`src/rtl/ears_pkg.sv`:
```
package ears_pkg;

  localparam int QUO_W = 62;
  localparam int NUM_W = 72;
  localparam int LANES = 4;

  localparam int LANE_FIRST = 0;
  localparam int LANE_TAN   = 1;
  localparam int LANE_CX    = 2;
  localparam int LANE_CY    = 3;

  localparam logic signed [34:0] PI_Q30      = 35'sd3373259426;
  localparam logic signed [34:0] HALF_PI_Q30 = 35'sd1686629713;
  localparam logic signed [33:0] CORDIC_GAIN = 34'sh26DD3B6A;
  localparam logic [62:0]        CAP_MAG     = 63'(1) << 62;
  localparam logic [126:0]       WARN_LIMIT  = 127'(400) << 88;
  localparam logic [31:0]        STEP_RESET  = 32'd4294967;

  localparam logic [31:0] ATAN_Q30 [32] = '{
    32'h3243F6A8, 32'h1DAC6705, 32'h0FADBAFC, 32'h07F56EA6, 32'h03FEAB76, 32'h01FFD55B,
    32'h00FFFAAA, 32'h007FFF55, 32'h003FFFEA, 32'h001FFFFD, 32'h000FFFFF, 32'h0007FFFF,
    32'h0003FFFF, 32'h0001FFFF, 32'h0000FFFF, 32'h00007FFF, 32'h00003FFF, 32'h00001FFF,
    32'h00000FFF, 32'h000007FF, 32'h000003FF, 32'h000001FF, 32'h000000FF, 32'h0000007F,
    32'h0000003F, 32'h0000001F, 32'h0000000F, 32'h00000008, 32'h00000004, 32'h00000002,
    32'h00000001, 32'h00000000
  };

  typedef struct packed {
    logic signed [33:0] x;
    logic signed [33:0] y;
    logic signed [33:0] z;
    logic               flip;
  } rot_t;

  typedef struct packed {
    rot_t               pitch;
    rot_t               yaw;
    logic signed [31:0] wx;
    logic signed [31:0] wy;
    logic signed [31:0] wz;
  } cord_t;

  typedef struct packed {
    logic [NUM_W-1:0] num;
    logic [31:0]      den;
    logic             cap;
    logic [31:0]      rem;
    logic [QUO_W-1:0] quo;
  } lane_t;

  typedef struct packed {
    logic               neg_a;
    logic               neg_b;
    logic               neg_s;
    logic               neg_cy;
    logic               fault;
    logic signed [31:0] wz;
    logic [40:0]        m1;
  } side_t;

  typedef struct packed {
    lane_t [LANES-1:0] lane;
    side_t             side;
  } div_t;

endpackage

```
`src/rtl/ears_cordic_cell.sv`:
```
module ears_cordic_cell
  import ears_pkg::*;
#(
  parameter int STAGE = 0
) (
  input  logic  clk,
  input  logic  rst,
  input  logic  in_valid,
  output logic  in_ready,
  input  cord_t in_data,
  output logic  out_valid,
  input  logic  out_ready,
  output cord_t out_data
);

  localparam logic signed [33:0] ANGLE = 34'(ATAN_Q30[STAGE]);

  function automatic rot_t rotate(rot_t r);
    rot_t               o;
    logic signed [33:0] xs;
    logic signed [33:0] ys;
    xs = r.x >>> STAGE;
    ys = r.y >>> STAGE;
    o  = r;
    if (r.z >= 0) begin
      o.x = r.x - ys;
      o.y = r.y + xs;
      o.z = r.z - ANGLE;
    end else begin
      o.x = r.x + ys;
      o.y = r.y - xs;
      o.z = r.z + ANGLE;
    end
    return o;
  endfunction

  cord_t nxt;

  always_comb begin
    nxt       = in_data;
    nxt.pitch = rotate(in_data.pitch);
    nxt.yaw   = rotate(in_data.yaw);
  end

  assign in_ready = !out_valid || out_ready;

  always_ff @(posedge clk) begin
    if (rst) begin
      out_valid <= 1'b0;
    end else if (in_ready) begin
      out_valid <= in_valid;
    end
  end

  always_ff @(posedge clk) begin
    if (in_ready && in_valid) begin
      out_data <= nxt;
    end
  end

endmodule

```
`config.mk`:
```
export PLATFORM = sky130hd
export DESIGN_NAME = ears_cordic_cell
export DESIGN_NICKNAME = d
export VERILOG_FILES = /design/src/rtl/ears_pkg.sv /design/src/rtl/ears_cordic_cell.sv
export SDC_FILE = /design/constraint.sdc
export NUM_CORES = 1
export LEC_CHECK = 0
export BUFFER_PORTS_ARGS = -buffer_cell sky130_fd_sc_hd__buf_2
export CAP_MARGIN = 5
export CORE_AREA = 2 2 240 242
export CTS_CLUSTER_DIAMETER = 30
export CTS_CLUSTER_SIZE = 14
export DETAILED_ROUTE_END_ITERATION = 6
export DIE_AREA = 0 0 242 244
export GPL_TIMING_DRIVEN = 0
export PLACE_DENSITY = 0.65
export SLEW_MARGIN = 25
export SYNTH_ARGS = -nofsm -noshare
export SYNTH_HDL_FRONTEND = slang
export SYNTH_SLANG_ARGS = --single-unit
```
`constraint.sdc`:
```
create_clock -name clk -period 11.3 [get_ports clk]
set_input_delay 2.26 -clock clk [delete_from_list [all_inputs] [get_ports clk]]
set_output_delay 2.26 -clock clk [all_outputs]
set_load 0.01 [all_outputs]
```
==> summary.txt <==
Synth
  • Post-synth EDFFs: 300
  • Main flop type after synthesis: edfxtp_1
  • Post-Synthesis Cells: around 2,500
  • Synth top area cells: edfxtp_1 38%, ha_1 14%, a21oi_1 6.4%, xnor2_1 5.9%, inv_1 3.4%
  • Synthesized area: between 20,000 and 25,000 um^2
  • Register area share after synthesis: 0.3856
  • Asr flop ratio synth: 0
  • Cell taking the most area after synthesis: edfxtp_1
  • Area share of the largest cell type after synthesis: 0.3847
  • Yosys Warn Count: 0
  • Register bit total from synthesis: roughly 300
  • Post-Syn Nets: just over 3,000
  • Synthesized area per cell: roughly 9.5 um^2
  • Library cells used by synthesis: 82

Clock network
  • TritonCTS clock tree: built
  • Root Buffer: clkbuf_16
  • CTS Buf Count: 73
  • Clock latency on the worst-skew pair: between 0.6 and 0.7 ns
  • CTS sink cnt: approximately 300
  • CTS resizes: 0
  • Clk slew on worst S/H paths: 0.05 ns
  • Hold_buf cts: 0
  • H-tree depth: 3
  • Post-CTS setup buffer count: 0
  • Deepest clock path buffer count: 3

Place
  • Port bufs: just over 600
  • Post-Place Cells: between 3,000 and 4,000
  • GPL Wtd Cong: slightly below 1
  • HPWL after detailed placement: roughly 73 mm

Setup path
  • R2r setup slk: approximately 9 ns
  • Crit Path Max Fanout: 23
  • Worst R2R Start: out_valid
  • Reg2reg end: out_data[178]
  • Endpoint type of the worst setup path: flip-flop
  • Reg2reg path depth: 4
  • Crit path arrival time: just over 8 ns
  • CP required: 11.70 ns
  • Crit Path Category: in -> reg
  • Critical path startpoint category: input pin

STA
  • Fin. max-slew vios: 0
  • F_max: about 0.13 GHz
  • Final worst path period need: roughly 8 ns
  • Final Cycle Share: 0.6914
  • Worst slew margin: 0.3233
  • Final hold vios: 0
  • Final setup vio count: 0
  • Worst Skew: 0.02694 ns
  • Worst Tran Pin Value: 1.015 ns
  • RSZ-0062 raised after global routing: no

Run
  • Max Cap Viol: 0

Floorplan
  • Initial Util: 0.4169
  • Row count: 87
  • Core box area: around 56,000 um^2
  • Chip height: around 240 um
  • I/O pin count: approximately 600
  • Die area: 59,050 um^2
  • Die width: 242 um

Detailed routing
  • Final WL: between 90 and 100 mm
  • Routed wire length per instance: 22.91 um
  • Router iterations before antenna repair: 6
  • # DRC: 0
  • Initial DRC Count: about 2,100
  • Routed vias/inst: about 5.7
  • Detail Route Antenna Nets: 0
  • Via count: between 20,000 and 25,000

Hold path
  • Worst Hold Path Cells: 2
  • HP Start: out_valid
  • Worst Hold Endpoint: out_valid
  • Min-Delay Path Class: reg -> reg

Power and ir drop
  • Max VDD drop: a little under 200 uV
  • PwrDens: approximately 160 nW/um^2
  • Pleak: around 0.014 uW

Cells and area
  • FILL cells: 5,153
  • Area of the multi-input gates: 13,150 um^2
  • FF+latch area: roughly 9000 um^2
  • Layout cell share with drive strength beyond 1: 0.2487
  • P&R area growth vs syn: 29.54%
  • Post-route core utilization: 0.5401
  • Final cell count without fillers: between 3,000 and 4,000
  • Layout net count: between 3,000 and 4,000

Global routing
  • Initial antenna violation count: 26
  • First-pass GRT wire length: ~130 mm
  • Vias in the first global route: about 22,000
  • GRT Total Usage: 0.2971
  • Total grt overflow: 0
  • Largest net degree at the start of global routing: between 60 and 70

Run status
  • Status: finished, final reports clean
how the worst max path moves through the flow:
| stage | start | slack (ns) | endpoint | cells after the start |
|---|---|---|---|---|
| 6_report | in_data[127] | 3.49 | out_data[129] | 19 |
| 3_3_place_gp | out_ready | -1.45 | out_data[145] | 3 |
| 4_1_cts | in_data[127] | 3.67 | out_data[129] | 19 |
| 3_5_place_dp | in_data[127] | 3.06 | out_data[129] | 19 |
| 5_1_grt | in_data[127] | 3.34 | out_data[129] | 19 |
| 2_1_floorplan | out_ready | 1.31 | out_data[0] | 2 |
registers in the layout, indices dropped and copies added (netlist names):
name / count
out_data: 300
out_valid: 1
through the flow:
| stage | hold WS (ns) | instance area [um^2] | total power, uW | TNS, ns | setup slack [ns] |
|---|---|---|---|---|---|
| 4_1_cts | 0.5983 | 30270 | 4896 | 0 | 3.672 |
| 6_report | 0.5892 | 30330 | 4886 | 0 | 3.487 |
| 2_1_floorplan | 0.5930 | 23420 | 2207 | 0 | 1.310 |
| 5_1_grt | 0.6319 | 30310 | 5084 | 0 | 3.341 |
| 3_5_place_dp | 0.5920 | 27640 | 2659 | 0 | 3.056 |
| 3_3_place_gp | 0.5854 | 27410 | 2668 | -420.30 | -1.454 |
layout by cell type (no fill, tap or decap), types with 11 or more instances in the layout:
| cell | n |
|---|---|
| nand4_1 | 30 |
| edfxtp_1 | 300 |
| ha_1 | 258 |
| nand2_1 | 97 |
| a21oi_1 | 300 |
| bufinv_16 | 12 |
| a221oi_1 | 11 |
| a211oi_1 | 36 |
| mux2i_1 | 31 |
| a211o_1 | 14 |
| nor2_1 | 193 |
| buf_1 | 19 |
| buf_2 | 623 |
| xor2_1 | 25 |
| nor4_1 | 31 |
| xnor2_1 | 158 |
| diode_2 | 24 |
| nand3_1 | 29 |
| o21bai_1 | 53 |
| nor2b_1 | 28 |
| o21ai_0 | 154 |
| o31ai_1 | 23 |
| or3_1 | 16 |
| clkinv_1 | 14 |
| clkbuf_16 | 73 |
| nor3_1 | 44 |
| a21o_1 | 90 |
| o211ai_1 | 15 |
| inv_1 | 212 |
| nand2b_1 | 38 |
| clkbuf_1 | 61 |
| o21a_1 | 23 |
layer usage:
| metal | up-vias | global-route usage | wire length, um |
|---|---|---|---|
| met5 | - | 0 | 13 |
| li1 | 10400 | - | - |
| met4 | 2 | 0.1336 | 3811 |
| met1 | 10920 | 0.3812 | 37490 |
| met3 | 212 | 0.06574 | 7625 |
| met2 | 1169 | 0.4806 | 42520 |
worst max-delay path: stages:
cell,delay (ns)
buf_2,0.14
nor4_1,0.59
nand4_1,0.19
nor4_1,0.40
and4_1,0.33
nand2b_1,0.22
clkbuf_1,0.57
buf_2,0.74
ha_1,0.39
a211oi_1,0.27
o21ai_0,0.16
nor4b_1,0.19
nor4b_1,0.48
o31ai_1,0.23
a21o_1,0.23
o21a_1,0.17
nor2_1,0.16
o21ai_0,0.12
xnor2_1,0.34
area by class of cell:
class | count | share of cell area
inverters | 224 | 0.02772
multi-input cells | 1842 | 0.4336
clock inverters | 55 | 0.02574
plain buffers | 94 | 0.01332
repair buffers | 617 | 0.1077
flip-flops and latches | 301 | 0.2976
well taps | 756 | 0.03118
diodes | 24 | 0.001980
clock buffers | 80 | 0.06109
logic make-up after synthesis:
group | after synthesis | synth area share
AO/OA/AOI/OAI | 808 | 0.2192
AND/OR/NAND/NOR | 553 | 0.1155
buffers and inverters | 318 | 0.05290
flip-flops | 301 | 0.3856
adder cells (fa/ha/maj) | 266 | 0.1447
XOR/XNOR | 183 | 0.06844
multiplexers | 32 | 0.01373
synthesized netlist by cell type, types with 29 or more instances:
cell,instances
a211oi_1,36
a21o_1,90
a21oi_1,300
clkbuf_1,54
edfxtp_1,300
ha_1,258
inv_1,212
mux2i_1,31
nand2_1,97
nand2b_1,38
nand3_1,29
nand4_1,30
nor2_1,193
nor3_1,44
nor4_1,31
o21ai_0,154
o21bai_1,53
xnor2_1,158
power breakdown:
group / switching (uW) / internal [uW]
clock: 729 / 1480
sequential: 35.8 / 1410
combinational: 775 / 457
Power figures use the tool's default switching activity.
