--- config.mk ---
export PLATFORM = sky130hd
export DESIGN_NAME = ears_div_cell
export DESIGN_NICKNAME = d
export VERILOG_FILES = /design/src/rtl/ears_pkg.sv /design/src/rtl/ears_div_cell.sv
export SDC_FILE = /design/constraint.sdc
export NUM_CORES = 1
export LEC_CHECK = 0
export BUFFER_PORTS_ARGS = -buffer_cell sky130_fd_sc_hd__buf_2
export CAP_MARGIN = 25
export CORE_AREA = 2 2 688 690
export DETAILED_ROUTE_END_ITERATION = 6
export DIE_AREA = 0 0 690 692
export PLACE_DENSITY = 0.3
export SLEW_MARGIN = 20
export SYNTH_ARGS = -nofsm -noshare
export SYNTH_HDL_FRONTEND = slang
export SYNTH_SLANG_ARGS = --single-unit
--- constraint.sdc ---
create_clock -name clk -period 29.9 [get_ports clk]
set_input_delay 0 -clock clk [delete_from_list [all_inputs] [get_ports clk]]
set_output_delay 0 -clock clk [all_outputs]
set_load 0.02 [all_outputs]
--- src/rtl/ears_pkg.sv ---
package ears_pkg;

  localparam int QUO_W = 62;
  localparam int NUM_W = 72;
  localparam int LANES = 4;

  localparam int LANE_FIRST = 0;
  localparam int LANE_TAN   = 1;
  localparam int LANE_CX    = 2;
  localparam int LANE_CY    = 3;

  localparam logic signed [34:0] PI_Q30      = 35'sd3373259426;
  localparam logic signed [34:0] HALF_PI_Q30 = 35'sd1686629713;
  localparam logic signed [33:0] CORDIC_GAIN = 34'sh26DD3B6A;
  localparam logic [62:0]        CAP_MAG     = 63'(1) << 62;
  localparam logic [126:0]       WARN_LIMIT  = 127'(400) << 88;
  localparam logic [31:0]        STEP_RESET  = 32'd4294967;

  localparam logic [31:0] ATAN_Q30 [32] = '{
    32'h3243F6A8, 32'h1DAC6705, 32'h0FADBAFC, 32'h07F56EA6, 32'h03FEAB76, 32'h01FFD55B,
    32'h00FFFAAA, 32'h007FFF55, 32'h003FFFEA, 32'h001FFFFD, 32'h000FFFFF, 32'h0007FFFF,
    32'h0003FFFF, 32'h0001FFFF, 32'h0000FFFF, 32'h00007FFF, 32'h00003FFF, 32'h00001FFF,
    32'h00000FFF, 32'h000007FF, 32'h000003FF, 32'h000001FF, 32'h000000FF, 32'h0000007F,
    32'h0000003F, 32'h0000001F, 32'h0000000F, 32'h00000008, 32'h00000004, 32'h00000002,
    32'h00000001, 32'h00000000
  };

  typedef struct packed {
    logic signed [33:0] x;
    logic signed [33:0] y;
    logic signed [33:0] z;
    logic               flip;
  } rot_t;

  typedef struct packed {
    rot_t               pitch;
    rot_t               yaw;
    logic signed [31:0] wx;
    logic signed [31:0] wy;
    logic signed [31:0] wz;
  } cord_t;

  typedef struct packed {
    logic [NUM_W-1:0] num;
    logic [31:0]      den;
    logic             cap;
    logic [31:0]      rem;
    logic [QUO_W-1:0] quo;
  } lane_t;

  typedef struct packed {
    logic               neg_a;
    logic               neg_b;
    logic               neg_s;
    logic               neg_cy;
    logic               fault;
    logic signed [31:0] wz;
    logic [40:0]        m1;
  } side_t;

  typedef struct packed {
    lane_t [LANES-1:0] lane;
    side_t             side;
  } div_t;

endpackage

--- src/rtl/ears_div_cell.sv ---
module ears_div_cell
  import ears_pkg::*;
(
  input  logic clk,
  input  logic rst,
  input  logic in_valid,
  output logic in_ready,
  input  div_t in_data,
  output logic out_valid,
  input  logic out_ready,
  output div_t out_data
);

  div_t        nxt;
  logic [32:0] trial [LANES];

  always_comb begin
    nxt = in_data;
    for (int k = 0; k < LANES; k++) begin
      trial[k] = {in_data.lane[k].rem, in_data.lane[k].num[QUO_W-1]};
      nxt.lane[k].num = {in_data.lane[k].num[NUM_W-2:0], 1'b0};
      if (trial[k] >= {1'b0, in_data.lane[k].den}) begin
        nxt.lane[k].rem = 32'(trial[k] - {1'b0, in_data.lane[k].den});
        nxt.lane[k].quo = {in_data.lane[k].quo[QUO_W-2:0], 1'b1};
      end else begin
        nxt.lane[k].rem = trial[k][31:0];
        nxt.lane[k].quo = {in_data.lane[k].quo[QUO_W-2:0], 1'b0};
      end
    end
  end

  assign in_ready = !out_valid || out_ready;

  always_ff @(posedge clk) begin
    if (rst) begin
      out_valid <= 1'b0;
    end else if (in_ready) begin
      out_valid <= in_valid;
    end
  end

  always_ff @(posedge clk) begin
    if (in_ready && in_valid) begin
      out_data <= nxt;
    end
  end

endmodule

==> impl_metrics.toml, run 1 <==
[final_layout]
multi_input_area_um2 = 8080
fin_nets = 6583
ff_latch_area_um2 = 26100
fill_cells = 53000
area_delta_synth_final_pct = 104
fin_cells = 12000
final_util_pct = 15.2
layout-drive-gt1-share_pct = 36.5

[synthesis]
synth_edf_count = 870
async_reset_ff_share_pct = 0
yosysTopAreaCell = "edfxtp_1"
synth_area_um2 = 35100
syn-instance-count = 2179
ys_types = 75
yosys.area.top_type_share_pct = 74.4
synth_area_leaders = "edfxtp_1 (74%), ha_1 (4.6%), mux2_2 (1.9%)"
ys_seq_area_share_pct = 74.4
post_synth.cell_area_avg_um2 = 16.1
synth_top_flop_cell = "edfxtp_1"
yosys_warnings = 0
synth-seq-cells = 871

[clock_network]
cts_tree = "yes"
clockBufferDepth = 4
worst_setup_hold_path_clk_slew_ps = 60
post_cts_buffers = 0
cts.root.buffer_cell = "clkbuf_16"
insertion_delay_ps = 850
htree_levels = 4
cts_buffers = 143
clock_sinks = 871

[timing]
fin_crit_ps = 4740
setup_viol = 0
rsz0062_at_grt = "no"
finalMaxSlewViolations = 0
fin_skew_ps = 84.0
hold_ws_ps = 67.0
relSlewSlack_pct = 27.0
fin_setup_tns_ps = 0
finalCritPeriodShare_pct = 15.9
timing.final.ws_setup_ps = 25160
worstMarginPinSlew_ps = 1100
hold_viol = 0
fmax_mhz = 211

[die]
chipHeight_um = 692
io_pins = 1754
die_x_um = 690
die_area_um2 = 477000
start_util_pct = 7.48
fp-row-count = 252
coreArea_um2 = 470000

[route]
wl_per_cell_um = 31.1
met1Wirelength_um = 161000
highest_layer = "met5"
wl_met2_um = 170000
firstDrtPassIters = 5
avgViaCountPerCell = 2.89
dr_wl_met3_um = 32600
drc_errors = 0
routed-via-count = 34700
antenna_left = 0
drt_iter0_markers = 2159
routed_wl_um = 372000

[critical_path]
path_max_fanout = 31
reg2reg_slack_ps = 25290
startpoint_type = "primary input"
critical_path_class = "primary input to register"
worst_ep_arrival_time_ps = 5320
end_kind = "register"
cp.required_ps = 30470

[placement]
dp_hpwl_um = 324000
port_buffers = 1741
pre_cts_ws_ps = 25160
dp.cells = 10100
gp_congestion = 0.979

[pwr]
leakage_nw = 28.4
power.density_nw_per_um2 = 56.9
ir_drop_uv = 32.8

[global_routing]
grt_pass1_wl_um = 451000
gr-total-overflow = 0
grt_usage_pct = 15.0
antenna_found_initial = 284
grt_max_degree = 155
grt_pass1_vias = 35700

[worst_hold_path]
hold_path_class = "primary input to register"

[run_status]
status = "finished clean"

[job]
max_cap_viol_count = 0
==> cell usage in the layout (no fill, tap or decap), types with 19 or more instances in the layout <==
cell type and n:
buf_2 1741, dlygate4sd3_1 1537, edfxtp_1 870, inv_1 163, clkbuf_16 143, a21oi_1 129, ha_1 128, nand2_1 107
o21ai_0 94, diode_2 76, nor2_1 75, xnor2_1 72, mux2_2 59, a21o_1 49, xor2_1 36, nand3_1 32
nand4_1 29, mux2_4 26, nor3_1 24, clkbuf_1 24, a31oi_1 23, clkinv_1 23, buf_4 23, clkinv_2 21
o21a_1 19
==> layout make-up <==
class | count | area share [%]
timing repair buffer | 3304 | 34.0
sequential | 871 | 36.5
clock inverter | 79 | 1.05
tap | 6223 | 10.9
inverter | 163 | 0.855
multi-input combinational | 1090 | 11.3
clock buffer | 169 | 5.16
antenna | 76 | 0.266
==> metal layers <==
metal / vias to the layer above / GRT usage (%)
li1: 15200 / -
met1: 17300 / 18.9
met2: 1698 / 24.4
met3: 448 / 5.56
met4: 28 / 3.06
met5: - / 0
==> synth_stat cells, drive strengths merged (9+ instances only) <==
library cell,n
o211ai,9
ha,128
o21bai,15
and3,9
a31oi,25
edfxtp,870
xor2,36
o31a,9
xnor2,73
mux2,85
o21ai,101
o21a,19
nand2b,16
clkbuf,32
buf,26
inv,163
nor2b,15
nand3,32
nand4,29
a21o,49
nand2,107
a21oi,129
nor3,24
nor2,76
==> flip-flops by register name, summed over array words and instances (netlist names) <==
name	flops
out_data	870
out_valid	1
==> what timing repair did <==
| action | in CTS | in global routing |
|---|---|---|
| hold buffers | 1537 | 0 |
| hold endpoints to repair | 907 | 0 |
| gates resized for setup | 0 | 0 |
==> cells by family (layout without fill, tap and decap cells) <==
family / count (synthesis) / after routing / synth area share [%]
buf+inv: 221 / 3715 / 2.73
fa+ha+maj: 132 / 132 / 4.79
compound gates: 412 / 412 / 7.46
xor+xnor: 109 / 109 / 2.72
simple gates: 340 / 340 / 4.64
flops: 871 / 871 / 74.4
mux: 93 / 93 / 3.23
other cells: 1 / 80 / 0.0107
==> worst max-delay path, cell delays in order <==
cell and delay (ps):
dlygate4sd3_1 580, buf_2 240, inv_1 220, ha_1 580
nand2_1 230, o21ai_0 370, nor3_1 120, nor2_1 320
a41oi_1 170, a21oi_1 360, a21oi_1 280, nor2_4 170
buf_4 560, mux2_2 430, dlygate4sd3_1 590
==> path summary, 6_finish.rpt <==
kind,start,to,cells past startpoint
setup / recovery,in_data[591],out_data[547]$_DFFE_PP_,15
setup reg to reg,out_valid$_SDFFE_PP0N_,out_data[370]$_DFFE_PP_,6
hold reg to reg,out_valid$_SDFFE_PP0N_,out_data[481]$_DFFE_PP_,2
hold / removal,in_data[65],out_data[65]$_DFFE_PP_,2
==> per-stage QoR <==
| step | power [W] | instance area [um2] |
|---|---|---|
| after floorplan | 0.00187 | 35100 |
| after global placement | 0.00223 | 51600 |
| after detailed placement | 0.00222 | 51600 |
| after CTS | 0.00420 | 71400 |
| after global routing | 0.00427 | 71500 |
| final | 0.00407 | 71600 |
==> where the power goes <==
part | switching (W) | internal (W) | leakage, nW | total (W)
combinational | 0.000537 | 0.000341 | 17.8 | 0.000878
sequential | 0.0000476 | 0.00146 | 8.43 | 0.00150
clock | 0.000720 | 0.000972 | 2.16 | 0.00169
total | 0.00130 | 0.00277 | 28.4 | 0.00407
No activity file was read; power rests on OpenSTA's default activity.
==> run 2: changes to the inputs <==
- clock period: 29.9 -> 4.2 ns (I/O delays scaled with it)
==> run 2 against run 1 <==
Non-clock buffer count is 79 higher. Worst setup slack worse by 25000 ps. Cell area is 1.5% higher. Sequential power grew to 7.2 times the previous value. Sequential cell count stayed put. Clock skew is 24 ps lower.
==> impl_metrics.toml, run 2 (synthesis gave the netlist of run 1 again) <==
[run_status]
status = "finished clean"

[die]
die_area_um2 = 477000
coreArea_um2 = 470000
chipHeight_um = 692
die_x_um = 690
fp-row-count = 252
start_util_pct = 7.48
io_pins = 1754

[route]
firstDrtPassIters = 5
avgViaCountPerCell = 2.89
drc_errors = 0
wl_per_cell_um = 29.7
drt_iter0_markers = 2105
routed-via-count = 34900
antenna_left = 0
routed_wl_um = 359000

[timing]
finalCritPeriodShare_pct = 96.2
rsz0062_at_grt = "no"
hold_viol = 0
worstMarginPinSlew_ps = 1010
fmax_mhz = 248
timing.final.ws_setup_ps = 161
fin_skew_ps = 60.0
setup_viol = 0
relSlewSlack_pct = 32.4
finalMaxSlewViolations = 0
fin_crit_ps = 4040

[critical_path]
crit_path_start = "in_data[266]"
crit_slowest_cell = "dlygate4sd3_1"
end_kind = "register"
critical_path_class = "primary input to register"
r2r-start = "out_valid$_SDFFE_PP0N_"
path_max_fanout = 20
worst_ep_arrival_time_ps = 4580
cpPeakStageDelay_ps = 560
cp.required_ps = 4740
worstPathCellList = "dlygate4sd3_1, buf_2, dlygate4sd3_1, inv_1, ha_1, nor2b_4, o31a_1, o31a_1, o211ai_2, buf_4, a21oi_1, o21ai_1, a31oi_1, a2111o_2, buf_6, mux2_4, dlygate4sd3_1"
startpoint_type = "primary input"
cpMostUsedCell = "dlygate4sd3_1"

[placement]
pre_cts_ws_ps = 723
port_buffers = 1741
dp_hpwl_um = 312000
gp_congestion = 1.02

[clock_network]
htree_levels = 4
clockBufferDepth = 4
cts_tree = "yes"
cts_buffers = 141
worst_setup_hold_path_clk_slew_ps = 50
clock_sinks = 871
cts.root.buffer_cell = "clkbuf_16"
insertion_delay_ps = 830

[final_layout]
final_cell_mix = "buf_2 (1741), dlygate4sd3_1 (1592), edfxtp_1 (870)"
layout_commonest_cell = "buf_2"
largestRegisters = "out_data (870), out_valid (1)"
fin_nets = 6660
area_delta_synth_final_pct = 107
multi_input_area_um2 = 8080
fill_cells = 52900
final_util_pct = 15.5
largest_reg_flops = 870
ff_latch_area_um2 = 26100
top_register = "out_data"
layout-drive-gt1-share_pct = 36.5

[global_routing]
grt_max_degree = 114
grt_usage_pct = 14.4
grt_pass1_wl_um = 438000
antenna_found_initial = 284
grt_pass1_vias = 36000
gr-total-overflow = 0

[job]
max_cap_viol_count = 0

[pwr]
power.density_nw_per_um2 = 403
ir_drop_uv = 278
leakage_nw = 28.8

[worst_hold_path]
hp-start = "in_data[851]"
hold_path_class = "primary input to register"
==> run 2: path summary, 6_finish.rpt <==
| kind | to | slack, ps | depth (start not counted) |
|---|---|---|---|
| setup / recovery | out_data[147]$_DFFE_PP_ | 160 | 17 |
| hold / removal | out_data[852]$_DFFE_PP_ | 40 | 2 |
| setup reg to reg | out_data[668]$_DFFE_PP_ | 1840 | 4 |
| hold reg to reg | out_valid$_SDFFE_PP0N_ | 1060 | 3 |
==> run 2: area by class of cell <==
cell class / instances / share of cell area, %
antenna: 99 / 0.341
clock buffer: 165 / 5.10
clock inverter: 84 / 1.24
inverter: 163 / 0.842
multi-input combinational: 1090 / 11.1
sequential: 871 / 36.0
tap: 6223 / 10.7
timing repair buffer: 3383 / 34.7
==> run 2: where the power goes <==
part	leakage, nW	total, W	switching (W)	internal (W)
Combinational	18.2	0.00623	0.00367	0.00257
Clock	2.19	0.0123	0.00513	0.00716
Sequential	8.43	0.0108	0.000400	0.0104
Total	28.8	0.0293	0.00919	0.0201
==> run 2: repair_timing <==
item                       in CTS  in global routing
setup endpoints to repair       0                  6
hold endpoints to repair      873                  0
resized for setup               0                  1
setup buffers                   0                  0
hold buffers                 1592                  0
==> run 2: stage by stage <==
| stage | std cells | hold WS [ps] | setup TNS (ps) | total power, W | instance area [um2] |
|---|---|---|---|---|---|
| after floorplan | 2182 | 59.4 | -2403340 | 0.0130 | 35200 |
| after global placement | 10100 | 150 | 0 | 0.0158 | 51900 |
| after detailed placement | 10100 | 158 | 0 | 0.0157 | 51900 |
| after CTS | 12000 | 0.267 | 0 | 0.0302 | 72400 |
| after global routing | 12000 | 6.86 | 0 | 0.0307 | 72500 |
| final | 12100 | 45.0 | 0 | 0.0293 | 72700 |
==> run 2: critical path: cells and delay by family <==
| kind | cells | cell delay (ps) |
|---|---|---|
| buffers and inverters | 7 | 2240 |
| multiplexers | 1 | 350 |
| AO/OA/AOI/OAI | 7 | 1590 |
| adder cells (fa/ha/maj) | 1 | 230 |
| AND/OR/NAND/NOR | 1 | 60 |
==> run 2: layer usage <==
layer / wire length (um) / share of wire, % / track usage, %
met1: 155000 / 43 / 18.1
met2: 161000 / 45 / 23.0
met3: 34300 / 9.6 / 6.06
met4: 8790 / 2.4 / 3.08
met5: 267 / 0.074 / 0
